<file path="src/cmpr_subblock_decode_defines.svh">
// Assertion macros shared by the sub-block decoder RTL.
// Every macro samples on clk and is disabled while rst_n is low.
`ifndef CMPR_SUBBLOCK_DECODE_DEFINES_SVH
`define CMPR_SUBBLOCK_DECODE_DEFINES_SVH

// Same-cycle implication: whenever ant holds, con must hold too.
`define CSD_ASSERT_IMP(lbl, ant, con, msg) \
    lbl: assert property (@(posedge clk) disable iff (!rst_n) (ant) |-> (con)) \
        else $error(msg);

// Next-cycle implication: whenever ant holds, con must hold in the next cycle.
`define CSD_ASSERT_NEXT(lbl, ant, con, msg) \
    lbl: assert property (@(posedge clk) disable iff (!rst_n) (ant) |=> (con)) \
        else $error(msg);

`endif

</file>
<file path="src/csd_pkg.sv">
// Shared types, constants and helper functions for the CMPR sub-block decoder.
// Used by csd_palette and cmpr_subblock_decode; depends on nothing else.
`timescale 1ns / 1ps
`default_nettype none

package csd_pkg;

    localparam int ColorWidth   = 16;
    localparam int IndexWidth   = 32;
    localparam int SubWidth     = 2;
    localparam int PixelWidth   = 32;
    localparam int InDataWidth  = 72;
    localparam int OutDataWidth = 136;

    localparam logic [7:0] ALPHA_OPAQUE = 8'hFF;
    localparam logic [1:0] ROW_LAST     = 2'd3;
    // 683 / 2048 approximates one third exactly for every sum below 2048.
    localparam logic [9:0] RECIP_THIRD  = 10'd683;

    typedef logic [PixelWidth-1:0] pixel_t;
    typedef pixel_t [3:0]          palette_t;

    function automatic logic [7:0] div_by_three(input logic [9:0] x);
        logic [19:0] prod;
        begin
            prod = x * RECIP_THIRD;
            return prod[18:11];
        end
    endfunction

    function automatic pixel_t pack_rgba(input logic [7:0] r, input logic [7:0] g,
                                         input logic [7:0] b, input logic [7:0] a);
        return {r, g, b, a};
    endfunction

endpackage

`default_nettype wire

</file>
<file path="src/cmpr_subblock_decode.sv">
// Top level of the CMPR sub-block decoder: input register, row sequencer and
// output register. Depends on csd_pkg, csd_palette and the assertion header.
//
// Usage: each word on the slave stream carries one 4x4 sub-block (two RGB565
// endpoints, 32 index bits with pixel 0 in the top bits, and the sub-block's
// place in the 8x8 tile). The block answers with four words on the master
// stream, one per pixel row, top row first; tlast marks the fourth row.
// The palette is built in the cycle a word is accepted and held with the index
// bits; a two-bit row counter then walks the four rows into the output
// register, one row per cycle unless m_tready holds it, picking each pixel
// through a four-way select. The first row passes the hold registers and
// then the output register before m_tvalid shows it. The single output
// register moves one row per cycle unless m_tready holds it. A new word is
// accepted in the very cycle the fourth row of the previous one is loaded,
// so a steady stream runs without gaps.
// Stalls: while m_tready is low the output register holds its row and the row
// counter waits; s_tready drops once a sub-block is held and its rows are not
// all handed on.
// Reset (rst_n low, asynchronous) empties the held sub-block and the output
// register; no words are lost or invented afterwards.
`timescale 1ns / 1ps
`default_nettype none
`include "cmpr_subblock_decode_defines.svh"

module cmpr_subblock_decode
(
    input  wire logic                              clk,
    input  wire logic                              rst_n,
    input  wire logic                              s_tvalid,
    output      logic                              s_tready,
    // Fields from bit 0: color_a[15:0], color_b[31:16], index_bits[63:32],
    // sub_block[65:64], zero padding [71:66].
    input  wire logic [csd_pkg::InDataWidth-1:0]   s_tdata,
    output      logic                              m_tvalid,
    input  wire logic                              m_tready,
    // Fields from bit 0: tile_row[2:0], column_half[3], pixel_zero[35:4],
    // pixel_one[67:36], pixel_two[99:68], pixel_three[131:100],
    // zero padding [135:132].
    output      logic [csd_pkg::OutDataWidth-1:0]  m_tdata,
    output      logic                              m_tlast
);
    import csd_pkg::*;

    palette_t                palette_in;
    palette_t                pal_reg;
    logic [IndexWidth-1:0]   idx_reg;
    logic [SubWidth-1:0]     sub_reg;
    logic [1:0]              row_reg;
    logic [1:0]              row_next;
    logic                    hold_valid_reg;
    logic                    hold_valid_next;

    logic                    out_valid_reg;
    logic                    out_valid_next;
    logic [2:0]              out_row_reg;
    logic                    out_half_reg;
    pixel_t [3:0]            out_pix_reg;
    logic                    out_last_reg;

    logic                    in_accept;
    logic                    out_load;
    logic                    hold_done;
    logic [7:0]              row_bits;
    pixel_t [3:0]            row_pix;

    csd_palette u_palette
    (
        .color_a (s_tdata[15:0]),
        .color_b (s_tdata[31:16]),
        .palette (palette_in)
    );

    // The output register takes a row whenever it is empty or being drained.
    assign out_load  = hold_valid_reg && (!out_valid_reg || m_tready);
    assign hold_done = out_load && (row_reg == ROW_LAST);
    assign s_tready  = !hold_valid_reg || hold_done;
    assign in_accept = s_tvalid && s_tready;

    // Row r uses index bits [31-8r -: 8]; ~row gives the top two bits of that bit index.
    assign row_bits = idx_reg[{~row_reg, 3'b111} -: 8];

    always_comb
    begin
        for (int c = 0; c < 4; c++)
        begin
            row_pix[c] = pal_reg[row_bits[7-2*c -: 2]];
        end
    end

    always_comb
    begin
        hold_valid_next = hold_valid_reg;
        row_next        = row_reg;
        if (in_accept)
        begin
            hold_valid_next = 1'b1;
            row_next        = 2'd0;
        end
        else if (hold_done)
        begin
            hold_valid_next = 1'b0;
        end
        else if (out_load)
        begin
            row_next = row_reg + 2'd1;
        end
        out_valid_next = out_load || (out_valid_reg && !m_tready);
    end

    always_ff @(posedge clk or negedge rst_n)
    begin
        if (!rst_n)
        begin
            hold_valid_reg <= 1'b0;
            row_reg        <= 2'd0;
            out_valid_reg  <= 1'b0;
        end
        else
        begin
            hold_valid_reg <= hold_valid_next;
            row_reg        <= row_next;
            out_valid_reg  <= out_valid_next;
        end
    end

    // Payload registers carry no reset.
    always_ff @(posedge clk)
    begin
        if (in_accept)
        begin
            pal_reg <= palette_in;
            idx_reg <= s_tdata[63:32];
            sub_reg <= s_tdata[65:64];
        end
        if (out_load)
        begin
            out_row_reg  <= {sub_reg[1], row_reg};
            out_half_reg <= sub_reg[0];
            out_pix_reg  <= row_pix;
            out_last_reg <= (row_reg == ROW_LAST);
        end
    end

    assign m_tvalid = out_valid_reg;
    assign m_tlast  = out_last_reg;
    assign m_tdata  = {4'b0000, out_pix_reg[3], out_pix_reg[2], out_pix_reg[1],
                       out_pix_reg[0], out_half_reg, out_row_reg};

    // A new sub-block may only enter while the held one hands on its last row.
    `CSD_ASSERT_IMP(a_accept_only_when_free, in_accept && hold_valid_reg, hold_done,
                    "sub-block accepted while rows were still pending")
    // The last flag comes with the bottom row of the sub-block.
    `CSD_ASSERT_IMP(a_last_on_fourth_row, out_valid_reg && out_last_reg,
                    out_row_reg[1:0] == ROW_LAST, "tlast on a row other than the fourth")
    // After rows one to three the held sub-block must still be present.
    `CSD_ASSERT_NEXT(a_rows_continue, out_load && (row_reg != ROW_LAST),
                     hold_valid_reg && out_valid_reg, "sub-block dropped before its last row")

endmodule

`default_nettype wire

</file>
<file path="src/csd_palette.sv">
// Builds the four-entry RGBA palette from two RGB565 endpoints.
// Purely combinational; depends on csd_pkg.
`timescale 1ns / 1ps
`default_nettype none

module csd_palette
(
    input  wire logic [csd_pkg::ColorWidth-1:0] color_a,
    input  wire logic [csd_pkg::ColorWidth-1:0] color_b,
    output csd_pkg::palette_t                   palette
);
    import csd_pkg::*;

    logic [2:0][7:0] ea;
    logic [2:0][7:0] eb;
    logic [2:0][7:0] third_a;
    logic [2:0][7:0] third_b;
    logic [2:0][7:0] half;
    logic [2:0][9:0] sum_a;
    logic [2:0][9:0] sum_b;
    logic [2:0][8:0] sum_h;

    // Plain shift expansion, no bit replication.
    assign ea[0] = {color_a[15:11], 3'b000};
    assign ea[1] = {color_a[10:5], 2'b00};
    assign ea[2] = {color_a[4:0], 3'b000};
    assign eb[0] = {color_b[15:11], 3'b000};
    assign eb[1] = {color_b[10:5], 2'b00};
    assign eb[2] = {color_b[4:0], 3'b000};

    always_comb
    begin
        for (int k = 0; k < 3; k++)
        begin
            sum_a[k]   = {1'b0, ea[k], 1'b0} + {2'b00, eb[k]};
            sum_b[k]   = {1'b0, eb[k], 1'b0} + {2'b00, ea[k]};
            sum_h[k]   = {1'b0, ea[k]} + {1'b0, eb[k]};
            third_a[k] = div_by_three(sum_a[k]);
            third_b[k] = div_by_three(sum_b[k]);
            half[k]    = sum_h[k][8:1];
        end

        palette[0] = pack_rgba(ea[0], ea[1], ea[2], ALPHA_OPAQUE);
        palette[1] = pack_rgba(eb[0], eb[1], eb[2], ALPHA_OPAQUE);
        if (color_a > color_b)
        begin
            palette[2] = pack_rgba(third_a[0], third_a[1], third_a[2], ALPHA_OPAQUE);
            palette[3] = pack_rgba(third_b[0], third_b[1], third_b[2], ALPHA_OPAQUE);
        end
        else
        begin
            // Equal endpoints land here too: average plus transparent black.
            palette[2] = pack_rgba(half[0], half[1], half[2], ALPHA_OPAQUE);
            palette[3] = '0;
        end
    end

endmodule

`default_nettype wire
</file>
<file path="config.mk">
export PLATFORM = sky130hd
export DESIGN_NAME = cmpr_subblock_decode
export DESIGN_NICKNAME = d
export VERILOG_FILES = /design/src/csd_pkg.sv /design/src/cmpr_subblock_decode.sv /design/src/csd_palette.sv
export VERILOG_INCLUDE_DIRS = /design/src /design/src/src
export SDC_FILE = /design/constraint.sdc
export NUM_CORES = 1
export LEC_CHECK = 0
export ABC_CLOCK_PERIOD_IN_PS = 8100
export BUFFER_PORTS_ARGS = -buffer_cell sky130_fd_sc_hd__buf_2
export CORE_MARGIN = 10
export CORE_UTILIZATION = 35
export CTS_CLUSTER_SIZE = 30
export DETAILED_ROUTE_END_ITERATION = 16
export GPL_ROUTABILITY_DRIVEN = 0
export GPL_TIMING_DRIVEN = 0
export PLACE_DENSITY_LB_ADDON = 0.12
export SLEW_MARGIN = 20
export SYNTH_ARGS = -nofsm -noshare
export SYNTH_HDL_FRONTEND = slang
export SYNTH_HIERARCHICAL = 1
export SYNTH_SLANG_ARGS = --single-unit
</file>
<file path="constraint.sdc">
create_clock -name clk -period 8.1 [get_ports clk]
set_clock_uncertainty 0.15 [all_clocks]
set_input_delay 1.62 -clock clk [delete_from_list [all_inputs] [get_ports clk]]
set_output_delay 1.62 -clock clk [all_outputs]
set_load 0.02 [all_outputs]
</file>
# Word-level counts from Yosys, hierarchy flattened
# Index checks and enable logic that the tools add are counted.
[word_totals]
ff_bits = 267
word_cells = 69
[op_classes]
eq_ne = 2
muxes = 14
bitwise_logic = 1
n_addsub = 10
reduce_logical = 13
n_lt_le_gt_ge = 5
multipliers = 6
shifts = 1
[ops]
columns = ["op", "n"]
rows = [
  ["$bmux 32 s2", 4],
  ["$mux 32", 4],
  ["$mul 10x10->19 const B", 6],
  ["$add 9x8->10", 6],
  ["$mux 40", 1],
  ["$shiftx 39x6->8", 1],
  ["$add 8x8->9", 3],
  ["$gt 16x16->1", 1],
  ["$lt 2x3->1 const B", 4],
  ["$mux 2", 3],
  ["$logic_and 1x1->1", 4],
  ["$reduce_bool 2->1", 2],
  ["$logic_not 1->1", 3],
  ["$logic_or 1x1->1", 3],
  ["$add 2x1->2 const B", 1],
  ["$eq 2x2->1 const B", 1],
  ["$mux 1", 2],
  ["$ne 2x2->1 const B", 1],
  ["$not 2->2", 1],
  ["$reduce_and 2->1", 1],
]

# Logic depth before layout (Yosys ltp)
[logic_depth]
word_depth = 8
depth_mapped = 23
depth_no_buf = 23

# By module
# The synthesis kept the hierarchy.
[by_module_without_submodules]
columns = ["module", "area_each_um2", "cells_each", "instances"]
rows = [
  ["cmpr_subblock_decode", 13933.4, 766, 1],
  ["csd_palette", 9855.7, 1102, 1],
]

# Least setup slack after synthesis
# Ideal clock, no wire load.
[synth_path]
kind = "input-to-reg"
from = "input m_tready"
to = "register out_pix_reg, in the netlist m_tdata[100], enable pin"
setup_ns = 0.643
required_time_ns = 7.307
n_path_buf = 0
cell_stages = 2
arrival_ns = 7.580
path_slack_ns = -0.272
path_cell_list = "nor2b_1 -> nor2b_1"
[synth_via]
elab_chain_len = 2
[synth_rtl]
columns = ["element", "line", "rtl"]
rows = [
  ["start, declared", "cmpr_subblock_decode.sv:35", "input wire logic m_tready,"],
  ["$logic_or 1x1->1", "cmpr_subblock_decode.sv:74", "assign out_load = hold_valid_reg && (!out_valid_reg || m_tready);"],
  ["$logic_and 1x1->1", "cmpr_subblock_decode.sv:74", ""],
  ["via out_load", "cmpr_subblock_decode.sv:61", "logic out_load;"],
  ["end signal, assigned", "cmpr_subblock_decode.sv:139", "out_pix_reg <= row_pix;"],
  ["end, declared", "cmpr_subblock_decode.sv:57", "pixel_t [3:0] out_pix_reg;"],
]
# The timed path passes the listed nets, and every way through them passes these cells.
# A chain may end at the register's enable or synchronous reset.

==> metrics.cfg <==
[setup_path]
cp.required_ns=8.28
crit_fanout=7
r2r_start=row_reg[1]$_DFFE_PN0P_
r2r-end=pal_reg[61]$_DFFE_PP_
cp-end-kind=register
rr_worst_depth=6
crit_type=in2reg
reg2reg_slack_ns=5.59
crit_path_start_kind=input port
worstPathArrival_ns=7.33

[global_routing]
grt_busiest_layer=met2
grt_use_met1=0.206
grtUsageMet3=0.0200
antenna_found_initial=1
use_met2=0.267
grt_usage=0.156
grt-ovfl-total=0
grt_max_degree=53
grt_pass1_vias=15692
grt_first_pass_wirelength_um=95000

[cts]
h-tree-depth=1
cts_hold_buf=0
clk_pin_slew_worst_paths_ns=0.06
cts_resized=0
clk_latency_ns=0.58
cts_setup_buffers=0
cts_tree=built
cts-root-buf=clkbuf_16
numCtsBuffers=30
cts_sinks=299
cts.path.max_buffers=3

[detailed_routing]
routed_wl_um=61800
drt-initial-drc-count=619
vias_per_cell=4.80
drc=0
wire_per_inst_um=20.3
firstDrtPassIters=5
via_count=14632
drtAntennaViolNets=0

[synthesis]
yosysWarnings=6
synth_ff_type=edfxtp_1
synthCells=1868
ys_ff_latch=299
syn-cell-area_um2=23800
ys_types=64
async_flop_share=0.0134
synth_edf_count=295
syn_avg_cell_area_um2=12.7
synth-seq-area-share=0.377

[place]
dp_cells=2995
port-buffer-count=204
dpl.hpwl_um=48600
place_area_um2=26300
dpl_worst_slack_ns=0.336

[timing]
min_period_ns=7.15
finalHoldViolations=0
final-setup-viol-count=0
finalCritPeriodShare=0.883
drv_slew=0
tns_ns=0
fin_ws_ns=0.948
rsz0062_at_grt=no
relSlewSlack=0.475
max_freq_mhz=140
worst_pin_slew_ns=0.780

[min_path]
hp-start=sub_reg[0]$_DFFE_PP_
hold_end=out_half_reg$_DFFE_PP_
hold_class=reg2reg
holdPathStages=0

[floorplanning]
fp.dieH_um=281
initial_core_util=0.354
num_rows=95
core-area_um2=67300
io_pins=215
dieArea_um2=78800
die_x_um=281

[layout]
area_delta_synth_final_pct=14.4
final_cells=3051
num-nets-final=2658
fillers=6377
drive_above_1_share=0.188
postLayoutCellArea_um2=27200

[power]
p_total_uw=11200
cellLeakagePower_uw=0.0129
power_density_nw_per_um2=413
vdd_drop_max_uv=189

[outcome]
status=finished clean

[flow_run]
drv_cap=0

-- synth_stat cells, drive strengths merged, types with 2 or more instances --
cell type    n  area [um2]
a211oi       7        57.6
a21boi       2        15.0
a21o        26         195
a21oi       60         300
a22o         3        28.8
a31o         3        26.3
a31oi        3        18.8
and2         4        25.0
and3         3        18.8
buf        138        1440
conb         3        11.3
dfrtp        4         100
edfxtp     295        8860
fa          71        1420
ha         357        4470
inv        165         622
mux2         6        82.6
mux2i      395        3950
mux4         4         105
nand2       24        90.1
nand2b       9        56.3
nand3        3        15.0
nand4       13        87.6
nor2        61         229
nor2b       14        87.6
nor3        17        85.1
nor3b        2        15.0
o2111ai      4        35.0
o21a        15         113
o21ai       33         165
o21bai      10        75.1
o31ai        4        35.0
o41ai        2        17.5
or2          2        12.5
or3          2        12.5
xnor2       58         508
xor2        32         280
-- cells by family after synthesis --
family | synth area share
fa+ha+maj | 0.248
mux | 0.174
buf+inv | 0.0867
flops | 0.377
compound gates | 0.0497
simple gates | 0.0318
xor+xnor | 0.0331
other cells | 0.000473
-- power breakdown --
| part | leakage, uW | switching, uW | internal (uW) |
|---|---|---|---|
| registers | 0.00282 | 256 | 2410 |
| logic | 0.00968 | 4110 | 3110 |
| clock network | 0.000447 | 593 | 761 |
-- layout make-up --
cell class / count / area [um2] / area share
Antenna cell: 1 / 2.50 / 0.0000919
Tap cell: 873 / 1090 / 0.0401
Timing Repair Buffer: 213 / 1240 / 0.0455
Multi-Input combinational cell: 1307 / 12900 / 0.475
Sequential cell: 299 / 8960 / 0.329
Inverter: 165 / 622 / 0.0228
Buffer: 138 / 1440 / 0.0529
Clock buffer: 41 / 813 / 0.0299
Clock inverter: 14 / 118 / 0.00432
-- cells in the final DEF, fill, tap and decap left out, types with 5 or more instances in the layout --
cell type and instances:
xor2_1 32, o21ai_0 30, ha_1 357, a21oi_1 60, fa_1 71, nor3_1 17
nand4_1 12, o21bai_1 10, buf_12 25, clkinv_1 6, buf_6 23, buf_16 5
buf_8 8, buf_4 84, nand2b_1 9, mux2i_1 395, nand2_1 24, buf_2 206
conb_1 44, clkbuf_16 31, inv_1 164, edfxtp_1 295, clkbuf_1 10, nor2b_1 13
o21a_1 15, a211oi_1 6, xnor2_1 58, nor2_1 61, a21o_1 26
-- through the flow --
step / utilization / hold slack (ns)
detailed placement: 0.391 / 0.264
global route: 0.405 / 0.290
CTS: 0.405 / 0.282
floorplan: - / 0.250
finish: 0.405 / 0.276
global placement: 0.387 / 0.250
-- routing by layer --
layer  vias up  share of wire
li1       7256              -
met1      7097           0.47
met2       220           0.48
met3        59          0.037
met4         0          0.018
met5         -              0
-- worst max-delay path: stages --
cell and delay, ns:
buf_2 0.18, ha_1 0.25, fa_1 0.40, a21o_1 0.18, a21oi_1 0.23, nor2b_1 0.08, o21ai_1 0.41, inv_1 0.22
ha_1 0.35, ha_1 0.32, inv_1 0.07, fa_1 0.53, inv_1 0.05, fa_1 0.45, ha_1 0.30, ha_1 0.32
and4_1 0.20, o21ai_0 0.21, a21boi_1 0.20, o41ai_1 0.34, xnor2_1 0.14, mux2_2 0.28
-- worst max-delay path by stage --
stage | start | end | slack, ns | cells past startpoint
finish | s_tdata[5] | pal_reg[84]$_DFFE_PP_ | 0.95 | 22
global route | s_tdata[12] | pal_reg[95]$_DFFE_PP_ | 0.52 | 22
CTS | s_tdata[5] | pal_reg[84]$_DFFE_PP_ | 0.95 | 22
detailed placement | s_tdata[6] | pal_reg[118]$_DFFE_PP_ | 0.34 | 23
global placement | m_tready | pal_reg[61]$_DFFE_PP_ | -0.29 | 4
floorplan | s_tdata[6] | pal_reg[118]$_DFFE_PP_ | 1.24 | 22
Power figures use the tool's default switching activity.
